--- src/rtl/rpfr_pkg.sv ---
package rpfr_pkg;

	// Geometry of the page cache.
	localparam int FRAMES    = 16;
	localparam int FRAME_W   = $clog2(FRAMES);
	localparam int LOC_W     = 27;
	localparam int SIZE_W    = 28;
	localparam int OFFS_W    = 16;
	localparam int PAGE_W    = LOC_W - OFFS_W;
	localparam int STAMP_W   = 32;
	localparam int ADDR_W    = 32;

	localparam logic [FRAME_W-1:0] LAST_FRAME = FRAME_W'(FRAMES - 1);

	// One entry of the frame table as seen on its read port.
	typedef struct packed {
		logic               busy;
		logic [PAGE_W-1:0]  owner;
		logic [STAMP_W-1:0] stamp;
	} frame_entry_t;

	// Write request into the frame table.
	typedef struct packed {
		logic               en;
		logic [FRAME_W-1:0] idx;
		logic               owner_en;
		logic [PAGE_W-1:0]  owner;
		logic [STAMP_W-1:0] stamp;
	} frame_wr_t;

	// Verdict of the shared compare unit on one frame.
	typedef struct packed {
		logic match;
		logic free;
		logic older;
	} cmp_res_t;

	// Sequencer states, one-hot.
	typedef enum logic [3:0] {
		ST_IDLE   = 4'b0001,
		ST_SCAN   = 4'b0010,
		ST_UPDATE = 4'b0100,
		ST_FLUSH  = 4'b1000
	} state_t;

endpackage

--- src/rtl/rpfr_frame_tbl.sv ---
module rpfr_frame_tbl
	import rpfr_pkg::*;
(
	input  logic               clk,
	input  logic               arst_n,
	input  logic [FRAME_W-1:0] rd_idx,
	output frame_entry_t       rd_entry,
	input  frame_wr_t          wr
);

	logic [PAGE_W-1:0]  owner_q [FRAMES];
	logic [STAMP_W-1:0] stamp_q [FRAMES];
	logic [FRAMES-1:0]  busy_q;

	// Owner entries are only trusted once the frame is busy, so they need no reset.
	always_ff @(posedge clk) begin
		if (wr.en && wr.owner_en) begin
			owner_q[wr.idx] <= wr.owner;
		end
	end

	always_ff @(posedge clk or negedge arst_n) begin
		if (!arst_n) begin
			busy_q <= '0;
			for (int i = 0; i < FRAMES; i++) begin
				stamp_q[i] <= '0;
			end
		end else if (wr.en) begin
			stamp_q[wr.idx] <= wr.stamp;
			if (wr.owner_en) begin
				busy_q[wr.idx] <= 1'b1;
			end
		end
	end

	assign rd_entry.busy  = busy_q[rd_idx];
	assign rd_entry.owner = owner_q[rd_idx];
	assign rd_entry.stamp = stamp_q[rd_idx];

endmodule

--- src/rtl/rpfr_cmp.sv ---
module rpfr_cmp
	import rpfr_pkg::*;
(
	input  frame_entry_t       entry,
	input  logic [PAGE_W-1:0]  page,
	input  logic               have_busy,
	input  logic [STAMP_W-1:0] min_stamp,
	output cmp_res_t           res
);

	// A busy frame is older only when strictly below the best so far, so the
	// lowest index keeps ties.
	assign res.match = entry.busy && (entry.owner == page);
	assign res.free  = !entry.busy;
	assign res.older = entry.busy && (!have_busy || (entry.stamp < min_stamp));

endmodule

--- src/rtl/rom_page_frame_replacement_top.sv ---
// Out of range, the request passes through the flush state into the output register.
// In range, the scan visits the frames in order (up to 16, a hit stops the scan early),
// then the update state writes the table and the output register. Flush and update
// both wait for a free output slot. One item at a time; in_ready is high only when idle.
// The sequential scan through the frame table by the single compare unit sets the rate.
// Reset (arst_n low): all frames free, all stamps and the use clock zero, rom_size zero.
module rom_page_frame_replacement_top
	import rpfr_pkg::*;
(
	input  logic                clk,
	input  logic                arst_n,

	input  logic                cfg_we,
	input  logic [SIZE_W-1:0]   cfg_wdata,

	input  logic                in_valid,
	output logic                in_ready,
	input  logic [ADDR_W-1:0]   location,

	output logic                out_valid,
	input  logic                out_ready,
	output logic                in_range,
	output logic                hit,
	output logic [FRAME_W-1:0]  frame,
	output logic [OFFS_W-1:0]   page_offset,
	output logic [PAGE_W-1:0]   fill_page,
	output logic                evicted_valid,
	output logic [PAGE_W-1:0]   evicted_page
);

	// The page map of the classic scheme is not kept as its own store. A page
	// is mapped exactly when some busy frame names it as owner, and at most
	// one frame can, so the lookup is done by scanning the frame table. This
	// replaces a 2048-entry map (and its reset clearing) with the same scan
	// that the miss path needs anyway to find a free or least recent frame.

	state_t state_q;

	logic [SIZE_W-1:0]  rom_size_q;
	logic [STAMP_W-1:0] use_clock_q;

	// Transaction being worked on.
	logic [PAGE_W-1:0]  page_q;
	logic [OFFS_W-1:0]  offs_q;

	// Scan bookkeeping.
	logic [FRAME_W-1:0] scan_q;
	logic               hit_q;
	logic [FRAME_W-1:0] hit_idx_q;
	logic               free_q;
	logic [FRAME_W-1:0] free_idx_q;
	logic               have_busy_q;
	logic [FRAME_W-1:0] min_idx_q;
	logic [STAMP_W-1:0] min_stamp_q;

	logic               out_valid_q;

	logic [FRAME_W-1:0] rd_idx;
	frame_entry_t       rd_entry;
	frame_wr_t          tbl_wr;
	cmp_res_t           cmp;

	logic               accept;
	logic               slot_free;
	logic               loc_in_range;
	logic               commit;
	logic [STAMP_W-1:0] next_clock;
	logic [FRAME_W-1:0] victim;

	assign in_ready     = (state_q == ST_IDLE);
	assign accept       = in_valid && in_ready;
	assign slot_free    = !out_valid_q || out_ready;
	assign loc_in_range = {1'b0, location[LOC_W-1:0]} < rom_size_q;
	assign commit       = (state_q == ST_UPDATE) && slot_free;
	assign next_clock   = use_clock_q + STAMP_W'(1);

	// A free frame always wins over eviction; otherwise the oldest busy frame goes.
	assign victim = free_q ? free_idx_q : min_idx_q;

	// During the scan the table is read at the scan position. In the update
	// cycle it is read at the oldest frame so that its owner can be reported
	// as the evicted page.
	assign rd_idx = (state_q == ST_SCAN) ? scan_q : min_idx_q;

	rpfr_frame_tbl u_tbl (
		.clk      (clk),
		.arst_n   (arst_n),
		.rd_idx   (rd_idx),
		.rd_entry (rd_entry),
		.wr       (tbl_wr)
	);

	rpfr_cmp u_cmp (
		.entry     (rd_entry),
		.page      (page_q),
		.have_busy (have_busy_q),
		.min_stamp (min_stamp_q),
		.res       (cmp)
	);

	// A hit only refreshes the stamp; a miss also claims the frame for the new page.
	always_comb begin
		tbl_wr.en       = commit;
		tbl_wr.idx      = hit_q ? hit_idx_q : victim;
		tbl_wr.owner_en = !hit_q;
		tbl_wr.owner    = page_q;
		tbl_wr.stamp    = next_clock;
	end

	// The user must write the configuration register only while the block is idle; the block does not enforce it.
	always_ff @(posedge clk or negedge arst_n) begin
		if (!arst_n) begin
			rom_size_q <= '0;
		end else if (cfg_we) begin
			rom_size_q <= cfg_wdata;
		end
	end

	// Sequencer.
	always_ff @(posedge clk or negedge arst_n) begin
		if (!arst_n) begin
			state_q     <= ST_IDLE;
			scan_q      <= '0;
			hit_q       <= 1'b0;
			free_q      <= 1'b0;
			have_busy_q <= 1'b0;
			use_clock_q <= '0;
		end else begin
			unique case (state_q)
				ST_IDLE: begin
					if (accept) begin
						scan_q      <= '0;
						hit_q       <= 1'b0;
						free_q      <= 1'b0;
						have_busy_q <= 1'b0;
						// The page number always fits the map, so only the size
						// check can reject a location.
						state_q     <= loc_in_range ? ST_SCAN : ST_FLUSH;
					end
				end
				ST_SCAN: begin
					if (cmp.match) begin
						hit_q   <= 1'b1;
						state_q <= ST_UPDATE;
					end else begin
						if (cmp.free) begin
							free_q <= 1'b1;
						end
						if (cmp.older) begin
							have_busy_q <= 1'b1;
						end
						if (scan_q == LAST_FRAME) begin
							state_q <= ST_UPDATE;
						end
						scan_q <= scan_q + FRAME_W'(1);
					end
				end
				ST_UPDATE: begin
					if (slot_free) begin
						use_clock_q <= next_clock;
						state_q     <= ST_IDLE;
					end
				end
				ST_FLUSH: begin
					if (slot_free) begin
						state_q <= ST_IDLE;
					end
				end
				default: begin
					state_q <= ST_IDLE;
				end
			endcase
		end
	end

	// Scan datapath registers; their contents only matter inside a transaction.
	always_ff @(posedge clk) begin
		if (accept) begin
			page_q <= location[LOC_W-1:OFFS_W];
			offs_q <= location[OFFS_W-1:0];
		end
		if (state_q == ST_SCAN) begin
			if (cmp.match) begin
				hit_idx_q <= scan_q;
			end
			// Only the first free frame counts.
			if (cmp.free && !free_q) begin
				free_idx_q <= scan_q;
			end
			if (cmp.older) begin
				min_idx_q   <= scan_q;
				min_stamp_q <= rd_entry.stamp;
			end
		end
	end

	// Output register. It holds a finished result until the consumer takes it,
	// while the sequencer may already accept and scan the next transaction.
	always_ff @(posedge clk or negedge arst_n) begin
		if (!arst_n) begin
			out_valid_q <= 1'b0;
		end else if (commit || ((state_q == ST_FLUSH) && slot_free)) begin
			out_valid_q <= 1'b1;
		end else if (out_ready) begin
			out_valid_q <= 1'b0;
		end
	end

	always_ff @(posedge clk) begin
		if (commit) begin
			in_range      <= 1'b1;
			hit           <= hit_q;
			frame         <= hit_q ? hit_idx_q : victim;
			page_offset   <= offs_q;
			fill_page     <= hit_q ? '0 : page_q;
			evicted_valid <= !hit_q && !free_q;
			evicted_page  <= (!hit_q && !free_q) ? rd_entry.owner : '0;
		end else if ((state_q == ST_FLUSH) && slot_free) begin
			// Out of range: every field reads zero.
			in_range      <= 1'b0;
			hit           <= 1'b0;
			frame         <= '0;
			page_offset   <= '0;
			fill_page     <= '0;
			evicted_valid <= 1'b0;
			evicted_page  <= '0;
		end
	end

	assign out_valid = out_valid_q;

endmodule
--- config.mk ---
export PLATFORM = sky130hd
export DESIGN_NAME = rom_page_frame_replacement_top
export DESIGN_NICKNAME = d
export VERILOG_FILES = /design/src/rtl/rpfr_pkg.sv /design/src/rtl/rpfr_frame_tbl.sv /design/src/rtl/rpfr_cmp.sv /design/src/rtl/rom_page_frame_replacement_top.sv
export SDC_FILE = /design/constraint.sdc
export NUM_CORES = 2
export LEC_CHECK = 0
export BUFFER_PORTS_ARGS = -buffer_cell sky130_fd_sc_hd__buf_2
export CORE_MARGIN = 4
export CORE_UTILIZATION = 65
export CTS_CLUSTER_SIZE = 20
export DETAILED_ROUTE_END_ITERATION = 10
export PLACE_DENSITY = 0.81
export SYNTH_ARGS = -nofsm -noshare
export SYNTH_HDL_FRONTEND = slang
export SYNTH_SLANG_ARGS = --single-unit
export TNS_END_PERCENT = 5
--- constraint.sdc ---
create_clock -name clk -period 11.4 [get_ports clk]
set_clock_uncertainty 0.15 [all_clocks]
set_input_delay 0.57 -clock clk [delete_from_list [all_inputs] [get_ports clk]]
set_output_delay 0.57 -clock clk [all_outputs]
set_load 0.01 [all_outputs]
* Word level (Yosys, flattened, before mapping)
Memory sizes are Yosys's and may differ from the RTL's.
Index checks and enable logic that the tools add are counted.
** Operators by class
- Add/sub/neg operators :: 2
- Order comparisons :: 8
- Equal/unequal tests :: 13
- Multiplexer cells :: 47
- Bitwise gates (word level) :: 4
- Reductions and logical operators :: 32
** Operator list (count)
- 512-bit bitwise mux :: 1
- 32-bit binary-select mux with 4-bit select :: 1
- 32-bit demux with 4-bit select :: 1
- 32-bit two-way mux :: 3
- 11-bit two-way mux :: 5
- 4-bit two-way mux :: 12
- 32-bit by 1-bit adder with 32-bit output, second input constant :: 1
- 32-bit less-than comparator :: 1
- 16-bit two-way mux :: 2
- 27-bit by 28-bit less-than comparator with 1-bit output :: 1
- 16-bit OR :: 1
- 1-bit two-way mux :: 15
- 4-bit case mux with 3 select lines :: 1
- 11-bit equality test :: 1
- 5-bit >= comparator, second input constant :: 2
- 1-bit logical AND :: 10
- 4-bit by 5-bit less-than comparator with 1-bit output, second input constant :: 2
- 4-bit NOT with 5-bit output :: 2
- 2-bit AND reduction :: 5
- 3-bit AND reduction :: 3
- 4-bit equality test, second input constant :: 2
- 2-bit inequality test, second input constant :: 4
- 4-bit case mux with 2 select lines :: 1
- 4-bit AND reduction :: 2
- other kinds (16) :: 27
** Word-level totals
- Register bits :: 716
- Memory bits (writable) :: 176
- Output and inout port bits :: 47
- Logic and storage cells :: 145
- Memories kept :: 1
** Memory list
- u_tbl.owner_q :: depth 16, width 11, read ports 1, clocked after memory_dff 0, write ports 1, line rpfr_frame_tbl.sv:11 : logic [PAGE_W-1:0] owner_q [FRAMES];

* Depth between registers and ports, before layout
- Depth after elaboration :: 12
- Mapped depth :: 25
- Gate-level depth less buffers :: 18

* Modules after synthesis
From an unflattened synthesis, not the netlist that was laid out.
** Second synthesis, totals
- Cells, all modules :: 2480
- Area, all modules :: 39233.9 um^2
** Modules (own cells, without submodules)
- rpfr_frame_tbl :: instances 1, cells an instance 1733, area an instance 30282.8 um^2
- rom_page_frame_replacement_top :: instances 1, cells an instance 620, area an instance 8010.2 um^2
- rpfr_cmp :: instances 1, cells an instance 127, area an instance 940.9 um^2

* Worst setup path before layout
OpenSTA, ideal clock, no wires.
- Kind :: reg-to-reg
- From :: reg state_q[2]
- To :: reg min_idx_q[0], enable pin
- Setup time :: 0.396 ns
- Arrival time :: 5.975 ns
- Required time :: 10.854 ns
- Slack :: 4.879 ns
- Cell stages (with the launch flop) :: 26
- Cell sequence :: dfrtp_1 > buf_4 > nor4b_4 > mux2i_1 > buf_4 > buf_2 > buf_2 > buf_1 > clkbuf_1 > clkbuf_1 > buf_1 > nand2_1 > nand3_1 > nand3_1 > a31oi_1 > ha_1 > a21o_1 > a21o_1 > a21o_1 > a21o_1 > a21o_1 > a21o_1 > a21oi_1 > nor3_1 > o21ai_0 > o2111a_1
** RTL lines
- start, declared :: line rom_page_frame_replacement_top.sv:37 : state_t state_q;
- start signal, assigned :: line rom_page_frame_replacement_top.sv:138 : state_q <= loc_in_range ? ST_SCAN : ST_FLUSH;
- end signal, assigned :: line rom_page_frame_replacement_top.sv:191 : min_idx_q <= scan_q;
- end, declared :: line rom_page_frame_replacement_top.sv:53 : logic [FRAME_W-1:0] min_idx_q;

==> results.md <==
* DIE WIDTH at 254.9 µm
* Vias in the first global route at 29730
* Pwr Density at around 170 mW/mm²
* Clk slew on worst S/H paths at about 0.060 ns
* Cell Area, Synth at ~0.040 mm²
* Fillers at ~4200
* First-pass GRT wire length at 162.0 mm
* Post-synthesis sequential area ratio at about three fifths
* GPL Wtd Cong at between 0.8 and 0.9
* # port buffers at 106
* Final wirelength at between 100 and 150 mm
* Hold Startpoint: cfg_wdata[17]
* Post-synthesis compound-gate area fraction at about 11%
* Chip Height at 254.9 µm
* Fraction of registers with async set/reset at about two thirds
* Gr ovfl total at 0
* Area Growth Syn to Fin at 11.32%
* CTS tree: built
* Post-Layout Inst Area at between 0.04 and 0.05 mm²
* Max-Cap Viols at 0
* Synthesis warning total at 0
* Iter 0 DRT Violations at about 3600
* Hold Path Class: input port to flip-flop
* H-Tree Depth at 3
* Count leader, synth: nand2_1
* Deepest clock path buffer count at 3
* Crit path DAT at 6.96 ns
* Largest net degree at the start of global routing at ~170
* Post-Synthesis Cells at about 4000
* WS Path Type: flip-flop to flip-flop
* Static Leakage at about 0.019 µW
* CTS buffer count at 89
* Drt via density at a little over 6
* Core area at a little over 0.06 mm²
* Post-synth top cells: nand2_1 (1097), dfrtp_1 (599), o21ai_0 (458)
* Post-Syn Area per Cell at ~10 µm²
* Initial antenna violation count at 1
* Drt wl/cell at about 21 µm
* DIE AREA at 0.06498 mm²
* Dpl ws at around 4.7 ns
* Setup crit start kind: flip-flop
* Starting Density at about two thirds
* Synth Area in Simple Gates at about a fifth
* Fin crit share at between 60% and 70%
* DR vias at 30440
* Yosys top cell area share at a little under two fifths
* RSZ-0062 raised after global routing: false
* Crit path max fanout at around 170
* #FFs+latches synth at slightly below 900
* Critical Path Sink Type: flip-flop
* Max Freq at roughly 0.15 GHz
* Detailed Place HPWL at approximately 55 mm
* Root Buffer: clkbuf_16
* Layout cells sized above 1 at 9.031%
* R2R depth at 18
* Worst Hold Depth at 3
* Fraction of the mapped netlist area in adder cells at 1.863%
* DRC at 0
* Final hold vios at 0
* Net count, final at 4159
* Slack of the critical path at between 4 and 5 ns
* Slew Viols, Final at 0
* DRT antenna net count at 0
* Row Count at 90
* Min cycle time layout at 6.874 ns
* XOR/XNOR share of the synthesized area at ~1.3%
* Ys flop type: dfrtp_1
* Crit path required time at approximately 11 ns
* Drt pass-1 iters at 6
* Max VDD drop at roughly 130 µV
* Top cells by area, synth: dfrtp_1 (38%), edfxtp_1 (22%), nand2_1 (10%), o21ai_0 (5.8%), nand3_1 (3.8%)
* GRT Resource Usage Total at 31.79%
* Setup TNS at 0 ns
* # resized after CTS at 0
* Clock latency on the worst-skew pair at approximately 0.65 ns
* Sink of the worst hold path: rom_size_q[17]
* Post-DP Area at slightly above 0.04 mm²
* Num ports at 112
* Post-synth top area cell: dfrtp_1
* Post-layout power at 7467 µW
* Final Setup Violations at 0
* Largest family of logic cells by synthesized area: simple AND/OR/NAND/NOR gates
* Number of synthesized flops with an enable pin at between 200 and 300
* Synth unique cells at 68
* CTS sink count at approximately 890
* Status: finished clean
* R2r setup slk at between 4 and 5 ns
* Share of synthesized area spent on multiplexers at approximately 3.1%
* R2r endpoint: min_stamp_q[26]
* RR Startpoint: state_q[2]
* Slew HR at 14.51%
* Worst slew pin tran at roughly 1.3 ns
* Syn nets at roughly 4100
-- placed cells by master (no fill, tap or decap), drive strengths merged, types with 4 or more instances in the layout --
| cell | n |
|---|---|
| xnor2 | 35 |
| dfrtp | 599 |
| a32oi | 8 |
| mux2i | 88 |
| or3 | 7 |
| buf | 171 |
| a21o | 28 |
| clkbuf | 148 |
| nand2b | 7 |
| and4 | 4 |
| o22a | 4 |
| nor2b | 12 |
| inv | 73 |
| nor2 | 167 |
| and2 | 32 |
| nand4 | 26 |
| edfxtp | 291 |
| nand3 | 298 |
| clkinv | 8 |
| a32o | 6 |
| and3 | 50 |
| a2111oi | 8 |
| o21a | 5 |
| xor2 | 24 |
| mux4 | 9 |
| a21oi | 129 |
| nor4 | 10 |
| or2 | 17 |
| a311oi | 65 |
| dlygate4sd3 | 53 |
| o21ai | 461 |
| mux2 | 14 |
| ha | 59 |
| nand2 | 1097 |
| nor3 | 11 |
| a31oi | 41 |
-- timing repair --
item / CTS / global route
hold buffers: 53 / 0
setup endpoints to repair: 0 / 0
hold endpoints to repair: 164 / 0
setup buffers: 0 / 0
-- worst max path at each step --
stage                     startpoint               to  slack [ns]  depth (start not counted)
after detailed placement  state_q[2]  min_stamp_q[17]        4.69                         18
after global routing      state_q[2]  min_stamp_q[26]        4.21                         18
after global placement    state_q[2]  min_stamp_q[20]        4.71                         18
after CTS                 state_q[2]  min_stamp_q[26]        4.63                         18
final                     state_q[2]  min_stamp_q[26]        4.53                         18
after floorplan           state_q[2]     min_idx_q[0]        4.88                         25
-- flip-flops by register name (all words and copies together) (netlist names) --
| register | cells |
|---|---|
| u_tbl.stamp_q | 512 |
| u_tbl.owner_q | 176 |
| min_stamp_q | 32 |
| use_clock_q | 32 |
| rom_size_q | 28 |
| offs_q | 16 |
| page_offset | 16 |
| u_tbl.busy_q | 16 |
| evicted_page | 11 |
| fill_page | 11 |
| page_q | 11 |
| frame | 4 |
| free_idx_q | 4 |
| hit_idx_q | 4 |
| min_idx_q | 4 |
| scan_q | 4 |
| state_q | 4 |
| evicted_valid | 1 |
| free_q | 1 |
| have_busy_q | 1 |
| hit | 1 |
| hit_q | 1 |
| in_range | 1 |
| out_valid | 1 |
-- per-layer routing --
layer,track usage [%],routed length [µm],vias up
met5,0,0,-
met3,5.355,8381,327
met1,42.09,40220,14810
met4,14.37,4554,0
li1,-,-,13880
met2,52.52,50500,1424
-- metrics by stage --
stage | instances | utilization (%) | hold slack, ns
after detailed placement | 4673 | 67.52 | 0.3051
final | 4891 | 73.08 | 0.01930
after global placement | 4673 | 67.52 | 0.2939
after global routing | 4891 | 73.08 | 0.02569
after CTS | 4890 | 73.08 | 0.001443
after floorplan | 4012 | - | 0.1244
-- area by class of cell --
cell class	instances	area (µm²)	area share, %
sequential	892	23770	53.90
antenna	1	2.502	0.005673
clock buffer	148	2653	6.013
inverter	67	251.5	0.5701
timing repair buffer	224	1622	3.676
multi-input combinational	2761	14660	33.23
clock inverter	16	171.4	0.3886
tap	782	978.4	2.218
-- report_power, final --
group | internal [µW] | total [µW] | switching [µW]
clock | 1640 | 2860 | 1230
sequential | 3420 | 3500 | 81.1
combinational | 344 | 1110 | 764
-- logic make-up after synthesis --
logic type / count (synthesis)
buf+inv: 359
compound gates: 784
xor+xnor: 59
fa+ha+maj: 59
simple gates: 1748
flops: 892
mux: 111
-- critical path, stage by stage (launching register included) --
cell,delay [ns]
dfrtp_1,0.50
nor4b_4,0.30
buf_4,0.40
mux2_8,0.65
buf_12,0.62
a311oi_1,0.19
a311oi_1,0.32
a31oi_1,0.12
ha_1,0.39
a21o_1,0.18
a21o_1,0.16
a21o_1,0.17
a21o_1,0.17
a21o_1,0.17
a21o_1,0.16
a21oi_1,0.23
nor3_1,0.14
o21ai_0,0.18
o2111a_2,0.97
Note: power is estimated with default switching activity, not from simulation.
